`config.mk`:
```
export PLATFORM = sky130hd
export DESIGN_NAME = ghash_ingress
export DESIGN_NICKNAME = d
export VERILOG_FILES = /design/src/rtl/ghash_pkg.sv /design/src/rtl/ghash_ingress.sv
export SDC_FILE = /design/constraint.sdc
export NUM_CORES = 1
export LEC_CHECK = 0
export BUFFER_PORTS_ARGS = -buffer_cell sky130_fd_sc_hd__clkbuf_2
export CAP_MARGIN = 5
export CORE_UTILIZATION = 46
export CTS_CLUSTER_SIZE = 12
export DETAILED_ROUTE_END_ITERATION = 12
export PLACE_DENSITY = 0.79
export SLEW_MARGIN = 20
export SYNTH_ARGS = -nofsm -noshare
export SYNTH_HDL_FRONTEND = slang
export SYNTH_SLANG_ARGS = --single-unit
```
`constraint.sdc`:
```
create_clock -name clock -period 1.95 [get_ports clock]
set_clock_uncertainty 0.15 [all_clocks]
set_input_delay 0.39 -clock clock [delete_from_list [all_inputs] [get_ports clock]]
set_output_delay 0.39 -clock clock [all_outputs]
set_load 0.02 [all_outputs]
```
`src/rtl/ghash_pkg.sv`:
```
// ----------------------------------------------------------------------------
// ghash_pkg
// Shared types, constants and the GF(2^128) multiply for the GHASH accumulator.
// ----------------------------------------------------------------------------
package ghash_pkg;

   localparam int LENGTH_BITS_DEF = 36;
   localparam int BLOCK_BYTES     = 16;
   localparam int COUNT_W         = 5;

   localparam logic [0:0] CSR_KEY_HIGH = 1'b0;
   localparam logic [0:0] CSR_KEY_LOW  = 1'b1;

   typedef struct packed {
      logic [63:0]        block_high;
      logic [63:0]        block_low;
      logic [COUNT_W-1:0] byte_count;
      logic               last_block;
   } ghash_req_type;

   typedef struct packed {
      logic [63:0] digest_high;
      logic [63:0] digest_low;
   } ghash_rsp_type;

   typedef struct packed {
      logic [127:0] h;
      logic [127:0] hsq;
      logic         busy;
   } ghash_key_type;

   typedef struct packed {
      logic               valid;
      logic               last;
      logic [COUNT_W-1:0] count;
      logic [127:0]       blk;
   } ghash_stage_type;

   // GCM bit order: bit 127 of the vector is the x^0 coefficient.
   // Carry-less product, then two folds with x^128 = x^7 + x^2 + x + 1.
   function automatic logic [127:0] gf_mul(input logic [127:0] a, input logic [127:0] b);
      logic [127:0] ra;
      logic [127:0] rb;
      logic [254:0] p;
      logic [126:0] hi;
      logic [134:0] f;
      logic [6:0]   ov;
      logic [127:0] r;
      logic [127:0] res;
      for (int i = 0; i < 128; i++) begin
         ra[i] = a[127-i];
         rb[i] = b[127-i];
      end
      p = '0;
      for (int i = 0; i < 128; i++) begin
         for (int j = 0; j < 128; j++) begin
            p[i+j] = p[i+j] ^ (ra[i] & rb[j]);
         end
      end
      hi = p[254:128];
      f  = {7'b0, p[127:0]} ^ {8'b0, hi} ^ {7'b0, hi, 1'b0} ^ {6'b0, hi, 2'b0}
         ^ {1'b0, hi, 7'b0};
      ov = f[134:128];
      r  = f[127:0] ^ {121'b0, ov} ^ {120'b0, ov, 1'b0} ^ {119'b0, ov, 2'b0}
         ^ {114'b0, ov, 7'b0};
      for (int i = 0; i < 128; i++) begin
         res[i] = r[127-i];
      end
      return res;
   endfunction

endpackage

```
`src/rtl/ghash_ingress.sv`:
```
// ----------------------------------------------------------------------------
// ghash_ingress
// Input register: count saturation and byte masking of each block.
// ----------------------------------------------------------------------------
module ghash_ingress (
   input  logic                       clock,
   input  logic                       reset,
   input  logic                       req_valid,
   output logic                       req_ready,
   input  ghash_pkg::ghash_req_type   req_data,
   input  logic                       busy,
   input  logic                       advance,
   output ghash_pkg::ghash_stage_type stage
);

   ghash_pkg::ghash_stage_type stage_ff, stage_in;
   logic [ghash_pkg::COUNT_W-1:0] count_sat;
   logic [127:0]                  blk_raw;
   logic [127:0]                  blk_masked;
   logic                          load;

   assign req_ready = !busy && (!stage_ff.valid || advance);
   assign load      = req_valid && req_ready;

   always_comb begin
      count_sat = (req_data.byte_count > ghash_pkg::COUNT_W'(ghash_pkg::BLOCK_BYTES))
                ? ghash_pkg::COUNT_W'(ghash_pkg::BLOCK_BYTES) : req_data.byte_count;
      blk_raw   = {req_data.block_high, req_data.block_low};
      for (int b = 0; b < ghash_pkg::BLOCK_BYTES; b++) begin
         blk_masked[127-8*b -: 8] = (ghash_pkg::COUNT_W'(b) < count_sat)
                                  ? blk_raw[127-8*b -: 8] : 8'h00;
      end

      stage_in = stage_ff;
      if (load) begin
         stage_in.valid = 1'b1;
         stage_in.last  = req_data.last_block;
         stage_in.count = count_sat;
         stage_in.blk   = blk_masked;
      end else if (advance) begin
         stage_in.valid = 1'b0;
      end
   end

   always_ff @(posedge clock) begin
      if (reset) begin
         stage_ff <= '0;
      end else begin
         stage_ff <= stage_in;
      end
   end

   assign stage = stage_ff;

endmodule

```
### Word level (Yosys, flattened, before mapping)

Cells that the tools add are included.
W data, S select, Z words.

| storage, ports and cells | value |
|---|---|
| register bits | 135 |
| bits in latches | 0 |
| memory bits (writable) | 0 |
| ROM bits | 0 |
| input bits | 139 |
| output and inout port bits | 136 |
| memories kept | 0 |

| cells by class | value |
|---|---|
| $add $sub $neg | 0 |
| multiply operators | 0 |
| div/mod/pow operators | 0 |
| order comparisons | 17 |
| eq/ne operators | 0 |
| shift-type cells | 0 |
| multiplexer cells | 19 |
| bitwise logic cells | 0 |
| reductions and logical operators | 6 |

Operator list:

| kind | count |
|---|---|
| $mux W8 | 16 |
| $lt A4 B5 Y1 const A | 8 |
| $lt A3 B5 Y1 const A | 4 |
| $lt A1 B5 Y1 const A | 2 |
| $lt A2 B5 Y1 const A | 2 |
| $gt A5 B5 Y1 const B | 1 |
| $mux W5 | 1 |
| $logic_and A1 B1 Y1 | 2 |
| $logic_not A1 Y1 | 2 |
| $mux W1 | 2 |
| $reduce_bool A2 Y1 | 1 |
| $logic_or A1 B1 Y1 | 1 |

### Longest topological paths before layout

Gate-level depths: netlist (run 1).

| depth | value |
|---|---|
| word-level depth | 5 |
| mapped depth | 6 |
| depth with buffers taken out | 3 |

### Least setup slack after synthesis (run 1)

Ideal clock, no wire load.

| path | value |
|---|---|
| kind | reg2out |
| start point | register stage_ff, in the netlist stage[134] |
| end point | output port req_ready |
| arrival time | 1.241 ns |
| slack | 0.169 ns |
| cell stages (with the launch flop) | 5 |
| buffers on the path | 2 |
| path through | dfxtp_1 nor2b_1 buf_2 clkbuf_1 nor2_1 |

| between the ends | value |
|---|---|
| longest elaborated chain between the ends | 3 |

Ends and longest elaborated chain:

| element | line | RTL |
|---|---|---|
| start, declared | ghash_ingress.sv:16 | `ghash_pkg::ghash_stage_type stage_ff, stage_in;` |
| start signal, assigned | ghash_ingress.sv:49 | `stage_ff <= stage_in;` |
| $logic_not A1 Y1 | ghash_ingress.sv:22 | `assign req_ready = !busy && (!stage_ff.valid \|\| advance);` |
| $logic_or A1 B1 Y1 | ghash_ingress.sv:22 |  |
| $logic_and A1 B1 Y1 | ghash_ingress.sv:22 |  |
| end, declared | ghash_ingress.sv:9 | `output logic req_ready,` |

Every way passes these cells.

### Worst setup path in the final report (run 1)

Ends and elaborated chain as after synthesis.

==> metrics.txt, run 1 <==
clock sink count=between 100 and 150; Slew @ Worst Pin=just over 0.6 ns; global placement routability congestion=slightly below 0.8; Max Root-Sink Buffers=2; P_int=approximately 0.0054 W; post-synth top area share=0.479; top cells by area, synth=dfxtp_1 (48%), a21oi_1 (9.9%), nand4_1 (8.9%); # Max-Cap Violations=0; max FFs per register=about 140; CP top delay family=flip-flops; FP Rows=40; Unique masters post-synth=31; total track usage=0.287; # placed instances=between 1000 and 1500; Layout area overhead=37.9%; synthesized netlist cell count=646; die height=113 um; Mean Syn Cell Area=8.73 um^2; final hold violations=0; worst-path cell chain=nor2b_4, nor2_1, clkbuf_2; Syn Std Cell Area=5640 um^2; CP Data Required Time=approximately 1.4 ns; Clk network pwr share=0.470; postcts setup bufs=0; first-pass GRT wire length=~29000 um; Total Routed Length=18400 um; Tcrit/Tclk final=0.935; post-cts resize count=0; commonest cells after routing, fill and taps aside=clkbuf_2 (273), dfxtp_1 (135), a21oi_1 (111), nand4_1 (80), o21ai_0 (75); Antenna Violating Nets Remaining=0; die area=around 13000 um^2; setup tns final=0 ns; via count=6107; Hold-fix buffers, CTS=0; Crit. End Element=output pin; Reg clk slew, reported paths=roughly 0.06 ns; Die X=~110 um; Pwr Total=a little over 0.007 W; share of layout cells above drive strength 1=0.377; clk_lat worst skew=between 0.4 and 0.5 ns; P_sw=0.00185 W; core area=~12000 um^2; Worst setup SP type=flip-flop; num ports=275; part of the power in registers=0.403; minimum clock period=1.82 ns; WP data arrival=between 1 and 1.5 ns; final setup violation count=0; register bit total from synthesis=between 100 and 150; Gate power share=0.127; Layout Cells excl Fill=about 1000; Static Leak=about 3.2 nW; final core occ=0.650; CTS root buf=clkbuf_16; hold crit path type=input pin to flip-flop; power per cell area=slightly above 900 nW/um^2; wire per inst=about 18 um; DRT iter0 DRCs=between 400 and 500; Starting Density=0.471; Num CTS Buffers=17; CP Max Fanout=7; status=complete, no violations; Detailed Place HPWL=12200 um; Slew Limit Headroom=0.587; Final Max Tran Viols=0; Yosys Warn Count=0; Nets=1015; most common cell after layout, fill and taps aside=clkbuf_2; largest net degree at the start of global routing=57; drt pass-1 iters=5; H-tree depth=4; RSZ-0062 raised after global routing=no; fillers=1041; # diodes=0; # DRC=0; global route total overflow=0; CP max stage cell=dfxtp_1; top cell type by total area after synthesis=dfxtp_1; maximum vdd drop=roughly 620 uV; worst path buffer plus inverter count=1; Worst Setup Path Type=flip-flop to output pin; Sw Share=0.255; initial antenna violation count=0; IO buf count=roughly 270; vias per cell=slightly below 6; vias in the first global route=between 5000 and 6000; register area share after synthesis=0.479; CP peak stage delay=about 0.39 ns; CTS tree=built; Peak Freq=0.549 GHz; post-synth net total=785
-- synthesized netlist by cell type, drive strengths merged --
master   count
nand4       80
nand2        1
a2111o       1
nor2b        2
a21o         1
nand4b      28
o21a         2
buf         35
a31oi        1
dfxtp      135
clkbuf      51
or3          1
a311o        1
o2111ai     24
a41o         1
a31o         1
a211o        2
nor2         2
o32ai       24
or4          1
a21oi      111
nand3        2
or2          2
o21ai      110
nand2b       2
o31ai        1
inv         24
-- through the flow --
step,hold WS [ns],area [um^2],setup slack (ns)
after CTS,0.0458,7770,0.0857
after detailed placement,0.314,7150,0.0917
after global placement,0.308,7150,0.112
after global routing,0.0553,7770,0.0103
after floorplan,0.388,5640,0.169
final,0.0628,7770,0.127
-- power groups by stage --
| stage | combinational [W] | clock [W] | sequential (W) |
|---|---|---|---|
| after detailed placement | 0.000915 | 0 | 0.00299 |
| after CTS | 0.000922 | 0.00346 | 0.00293 |
| final | 0.000924 | 0.00341 | 0.00293 |
| after global placement | 0.000912 | 0 | 0.00298 |
| after floorplan | 0.000385 | 0 | 0.00312 |
| after global routing | 0.00100 | 0.00358 | 0.00294 |
-- worst reg2reg max path: stages (launching register included) --
cell	delay [ns]
dfxtp_1	0.39
nor2b_4	0.26
buf_4	0.39
o21ai_0	0.17
a21oi_1	0.16
-- routing by layer --
layer | GRT usage | up-vias | routed length [um]
met1 | 0.346 | 2844 | 7490
met4 | 0.124 | 0 | 500
met3 | 0.0894 | 38 | 1590
met2 | 0.472 | 294 | 8820
li1 | - | 2931 | -
met5 | 0 | - | 0
-- worst paths after layout --
check,from,endpoint,slack (ns),cells after the start
max,stage[134],req_ready,0.13,3
min,req_data[105],stage[99],0.06,3
max reg2reg,stage[134],stage[49],0.36,4
min reg2reg,stage[75],stage[75],0.32,2
-- cells by family after synthesis --
| family | after synthesis | synth area share |
|---|---|---|
| buffers and inverters | 110 | 0.0832 |
| AND/OR/NAND/NOR | 121 | 0.145 |
| AO/OA/AOI/OAI | 280 | 0.292 |
| flip-flops | 135 | 0.479 |
-- area by class of cell --
| cell class | count | area [um^2] | share of cell area |
|---|---|---|---|
| clock inverters | 12 | 175 | 0.0225 |
| clock buffers | 19 | 453 | 0.0583 |
| flip-flops and latches | 135 | 2700 | 0.348 |
| multi-input cells | 401 | 2500 | 0.321 |
| inverters | 24 | 90.1 | 0.0116 |
| well taps | 147 | 184 | 0.0237 |
| repair buffers | 297 | 1670 | 0.215 |
No activity file was read; power rests on OpenSTA's default activity.
==> inputs of run 2 (changes only) <==
--- a/config.mk
+++ b/config.mk
@@ -11,7 +11,9 @@
 export CTS_CLUSTER_SIZE = 12
 export DETAILED_ROUTE_END_ITERATION = 12
 export PLACE_DENSITY = 0.79
+export RECOVER_POWER = 100
 export SLEW_MARGIN = 20
 export SYNTH_ARGS = -nofsm -noshare
 export SYNTH_HDL_FRONTEND = slang
 export SYNTH_SLANG_ARGS = --single-unit
+export TNS_END_PERCENT = 100
==> run 2 against run 1 <==
- power is 0.36% lower
- count of clock-buffer cells in the layout unchanged
- non-clock buffer count is the same
- critical endpoint unchanged
==> metrics.txt, run 2 (synthesis results as in run 1) <==
worst-path cell chain=nor2b_4, nor2_1, clkbuf_2; core area=12000 um^2; Worst Setup Path Type=flip-flop to output pin; CP Data Required Time=around 1.4 ns; Peak Freq=about 0.57 GHz; die area=12700 um^2; reg2reg end=stage[130]; Placement Setup Slack=0.0917 ns; Die X=113 um; Tcrit/Tclk final=0.907; final hold violations=0; crit path to=req_ready; Starting Density=0.471; DRT iter0 DRCs=496; Slew @ Worst Pin=between 0.6 and 0.7 ns; H-tree depth=4; initial antenna violation count=0; most common cell after layout, fill and taps aside=clkbuf_2; RSZ-0062 raised after global routing=no; worst path buffer plus inverter count=1; vias per cell=5.94; share of layout cells above drive strength 1=0.223; postcts setup bufs=0; Reg clk slew, reported paths=0.06 ns; Crit. End Element=output pin; first-pass GRT wire length=28800 um; FP Rows=40; Max Root-Sink Buffers=2; # Max-Cap Violations=0; Setup WS post-layout=0.181 ns; CP Max Fanout=7; clk_lat worst skew=between 0.4 and 0.5 ns; num ports=275; CTS tree=built; Static Leak=about 2.7 nW; Layout area overhead=34.7%; minimum clock period=about 1.8 ns; total track usage=0.287; # DRC=0; CP top delay family=flip-flops; setup tns final=0 ns; maximum vdd drop=~650 uV; critical path depth=3; global route total overflow=0; Worst setup SP type=flip-flop; Total Routed Length=18500 um; hold crit path type=input pin to flip-flop; Hold-fix buffers, CTS=0; clock sink count=about 140; WP data arrival=roughly 1.2 ns; FF-to-FF Start=stage[134]; Slew Limit Headroom=0.594; final setup violation count=0; wire per inst=around 18 um; drt pass-1 iters=5; max FFs per register=between 100 and 150; power per cell area=954 nW/um^2; Setup crit start=stage[134]; vias in the first global route=around 5700; fillers=between 1000 and 1500; Antenna Violating Nets Remaining=0; die height=around 110 um; status=complete, no violations; largest net degree at the start of global routing=57; CP max stage cell=dfxtp_1; Reg2Reg Setup Slack=0.28 ns; CTS root buf=clkbuf_16; post-cts resize count=0; CP peak stage delay=between 0.3 and 0.4 ns; Num CTS Buffers=17; global placement routability congestion=just under 0.8; commonest cells after routing, fill and taps aside=clkbuf_2 (138), clkbuf_1 (136), dfxtp_1 (135), a21oi_1 (111), nand4_1 (80); via count=about 6200; # diodes=0; Nets=1015; reg2reg path depth=4; Final Max Tran Viols=0; IO buf count=between 200 and 300; Detailed Place HPWL=roughly 12000 um
-- run 2: tightest hold or removal path: cells and delay by family --
| family | cells | cell delay [ns] |
|---|---|---|
| buffers and inverters | 1 | 0.08 |
| and+or+nand+nor | 1 | 0.05 |
| AOI/OAI and AO/OA | 1 | 0.06 |
-- run 2: per-stage QoR --
stage | util | instance area (um^2) | hold WS (ns) | total power, W | cells
finish | 0.635 | 7590 | 0.0624 | 0.00724 | 1035
global route | 0.635 | 7590 | 0.0553 | 0.00748 | 1035
CTS | 0.650 | 7770 | 0.0458 | 0.00731 | 1035
detailed placement | 0.597 | 7150 | 0.314 | 0.00390 | 1004
global placement | 0.597 | 7150 | 0.308 | 0.00389 | 1004
floorplan | - | 5640 | 0.388 | 0.00351 | 646
-- run 2: where the power goes --
part	switching, W	internal, W
sequential	0.0000536	0.00287
combinational	0.000580	0.000315
clock	0.00122	0.00220
total	0.00185	0.00539
-- run 2: worst min-delay path by stage --
stage | from | end | slack, ns | cells past startpoint
2_1_floorplan | req_data[0] | stage[133] | 0.39 | 2
3_3_place_gp | stage[100] | stage[100] | 0.31 | 2
3_5_place_dp | stage[63] | stage[63] | 0.31 | 2
4_1_cts | req_data[22] | stage[16] | 0.05 | 3
5_1_grt | req_data[14] | stage[8] | 0.06 | 3
6_report | req_data[105] | stage[99] | 0.06 | 3
-- run 2: area by class of cell --
cell class                      instances  area [um^2]  area share
Clock buffer                           19          453      0.0596
Clock inverter                         12          175      0.0231
Inverter                               24         90.1      0.0119
Multi-Input combinational cell        401         2490       0.328
Sequential cell                       135         2700       0.356
Tap cell                              147          184      0.0242
Timing Repair Buffer                  297         1500       0.197
-- run 2: per-layer routing --
metal,vias to the layer above,routed length (um),track usage
met5,-,0,0
met4,0,463,0.124
met3,34,1690,0.0894
met2,308,8960,0.472
met1,2881,7420,0.346
li1,2927,-,-
==> inputs of run 3 (changes only) <==
==> constraint.sdc (replaced) <==
create_clock -name clock -period 1.95 [get_ports clock]
set_clock_uncertainty 0.15 [all_clocks]
set_input_delay 0.39 -clock clock [delete_from_list [all_inputs] [get_ports clock]]
set_output_delay 0.39 -clock clock [all_outputs]
set_load 0.1 [all_outputs]
==> run 3 against run 2 <==
- sequential power is essentially flat
- non-clock buffer count is the same
- routed wire length shrank 0.98%
- combinational power grew 80%
- final area grew 2.3%
- core utilization grew 1.5 points
- count of clock-buffer cells in the layout grew 6
- maximum frequency shrank 2.2%
- via count grew 0.16%
- hold slack lost 0.0099 ns
- final cell count is essentially flat
- setup slack lost 0.039 ns
- critical path type unchanged
- largest cell class unchanged
==> metrics.txt, run 3 (synthesis results as in run 1) <==
die area=about 13000 um^2; Static Leak=approximately 3.2 nW; # DRC=0; IO buf count=274; global route total overflow=0; Nets=roughly 1000; Crit. End Element=output pin; Layout area overhead=37.8%; power per cell area=between 1000 and 1500 nW/um^2; # Max-Cap Violations=0; Placement Setup Slack=between 0.06 and 0.07 ns; hold crit path type=input pin to flip-flop; Detailed Place HPWL=12000 um; total track usage=0.284; Final Max Tran Viols=0; clock sink count=~140; postcts setup bufs=0; # placed instances=1002; Slew Limit Headroom=0.244; Num CTS Buffers=17; core area=approximately 12000 um^2; final setup violation count=0; Peak Freq=around 0.55 GHz; post-cts resize count=0; Hold-fix buffers, CTS=0; wire per inst=around 18 um; via count=approximately 6200; Tcrit/Tclk final=0.927; final hold violations=0; CTS tree=built; vias per cell=5.95; vias in the first global route=about 5500; RSZ-0062 raised after global routing=no; FP Rows=40; Setup WS post-layout=between 0.1 and 0.15 ns; Worst Setup Path Type=flip-flop to output pin; maximum vdd drop=roughly 650 uV; fillers=approximately 1000; Layout Cells excl Fill=slightly above 1000; Die X=roughly 110 um; Reg clk slew, reported paths=0.06 ns; Total Routed Length=~18000 um; WP data arrival=1.27 ns; initial antenna violation count=0; drt pass-1 iters=5; CTS root buf=clkbuf_16; Max Root-Sink Buffers=2; share of layout cells above drive strength 1=0.371; die height=113 um; CP Data Required Time=approximately 1.4 ns; most common cell after layout, fill and taps aside=clkbuf_2; status=complete, no violations; minimum clock period=1.81 ns; first-pass GRT wire length=about 29000 um; CP Max Fanout=5; # diodes=0; Starting Density=0.471; setup tns final=0 ns; largest net degree at the start of global routing=80; Antenna Violating Nets Remaining=0; clk_lat worst skew=about 0.42 ns; global placement routability congestion=just under 0.8; Slew @ Worst Pin=1.13 ns; max FFs per register=135; H-tree depth=4; DRT iter0 DRCs=between 500 and 600; num ports=around 280; commonest cells after routing, fill and taps aside=clkbuf_2 (273), dfxtp_1 (134), a21oi_1 (111), o21ai_0 (85), nand4_1 (80); Worst setup SP type=flip-flop
## run 3: worst paths after layout
| path | to | cells past startpoint | slack, ns | startpoint |
|---|---|---|---|---|
| max | req_ready | 3 | 0.14 | stage[134] |
| max reg2reg | stage[102] | 5 | 0.23 | stage[134] |
| min | stage[16] | 3 | 0.05 | req_data[22] |
| min reg2reg | stage[80] | 2 | 0.32 | stage[80] |
## run 3: worst max-delay path: stages, from the launching register on
cell	delay, ns
dfxtp_4	0.36
nor2b_4	0.15
nor2_4	0.11
buf_6	0.23
## run 3: area by class of cell
cell class / instances / area, um^2 / area share
Multi-Input combinational cell: 401 / 2500 / 0.322
Sequential cell: 135 / 2710 / 0.348
Timing Repair Buffer: 297 / 1670 / 0.215
Clock buffer: 25 / 495 / 0.0638
Tap cell: 147 / 184 / 0.0237
Inverter: 24 / 90.1 / 0.0116
Clock inverter: 7 / 116 / 0.0150
## run 3: layer usage
metal,wire length [um],track usage,vias to the layer above
met5,0,0,-
met4,339,0.0987,0
met3,1590,0.0916,29
met2,8720,0.451,289
met1,7690,0.363,2904
li1,-,-,2938
## run 3: report_power, final
group          leakage (nW)  total, W  switching, W  internal, W
registers              1.10   0.00293     0.0000551      0.00287
logic                  1.79   0.00161       0.00127     0.000342
clock network         0.297   0.00333       0.00118      0.00215
## run 3: metrics by stage
| stage | power [W] | instance area (um^2) | hold WS, ns | util |
|---|---|---|---|---|
| finish | 0.00786 | 7770 | 0.0524 | 0.650 |
| global route | 0.00810 | 7770 | 0.0434 | 0.650 |
| CTS | 0.00790 | 7790 | 0.0397 | 0.652 |
| detailed placement | 0.00459 | 7180 | 0.315 | 0.600 |
| global placement | 0.00458 | 7180 | 0.307 | 0.600 |
| floorplan | 0.00419 | 5670 | 0.388 | - |
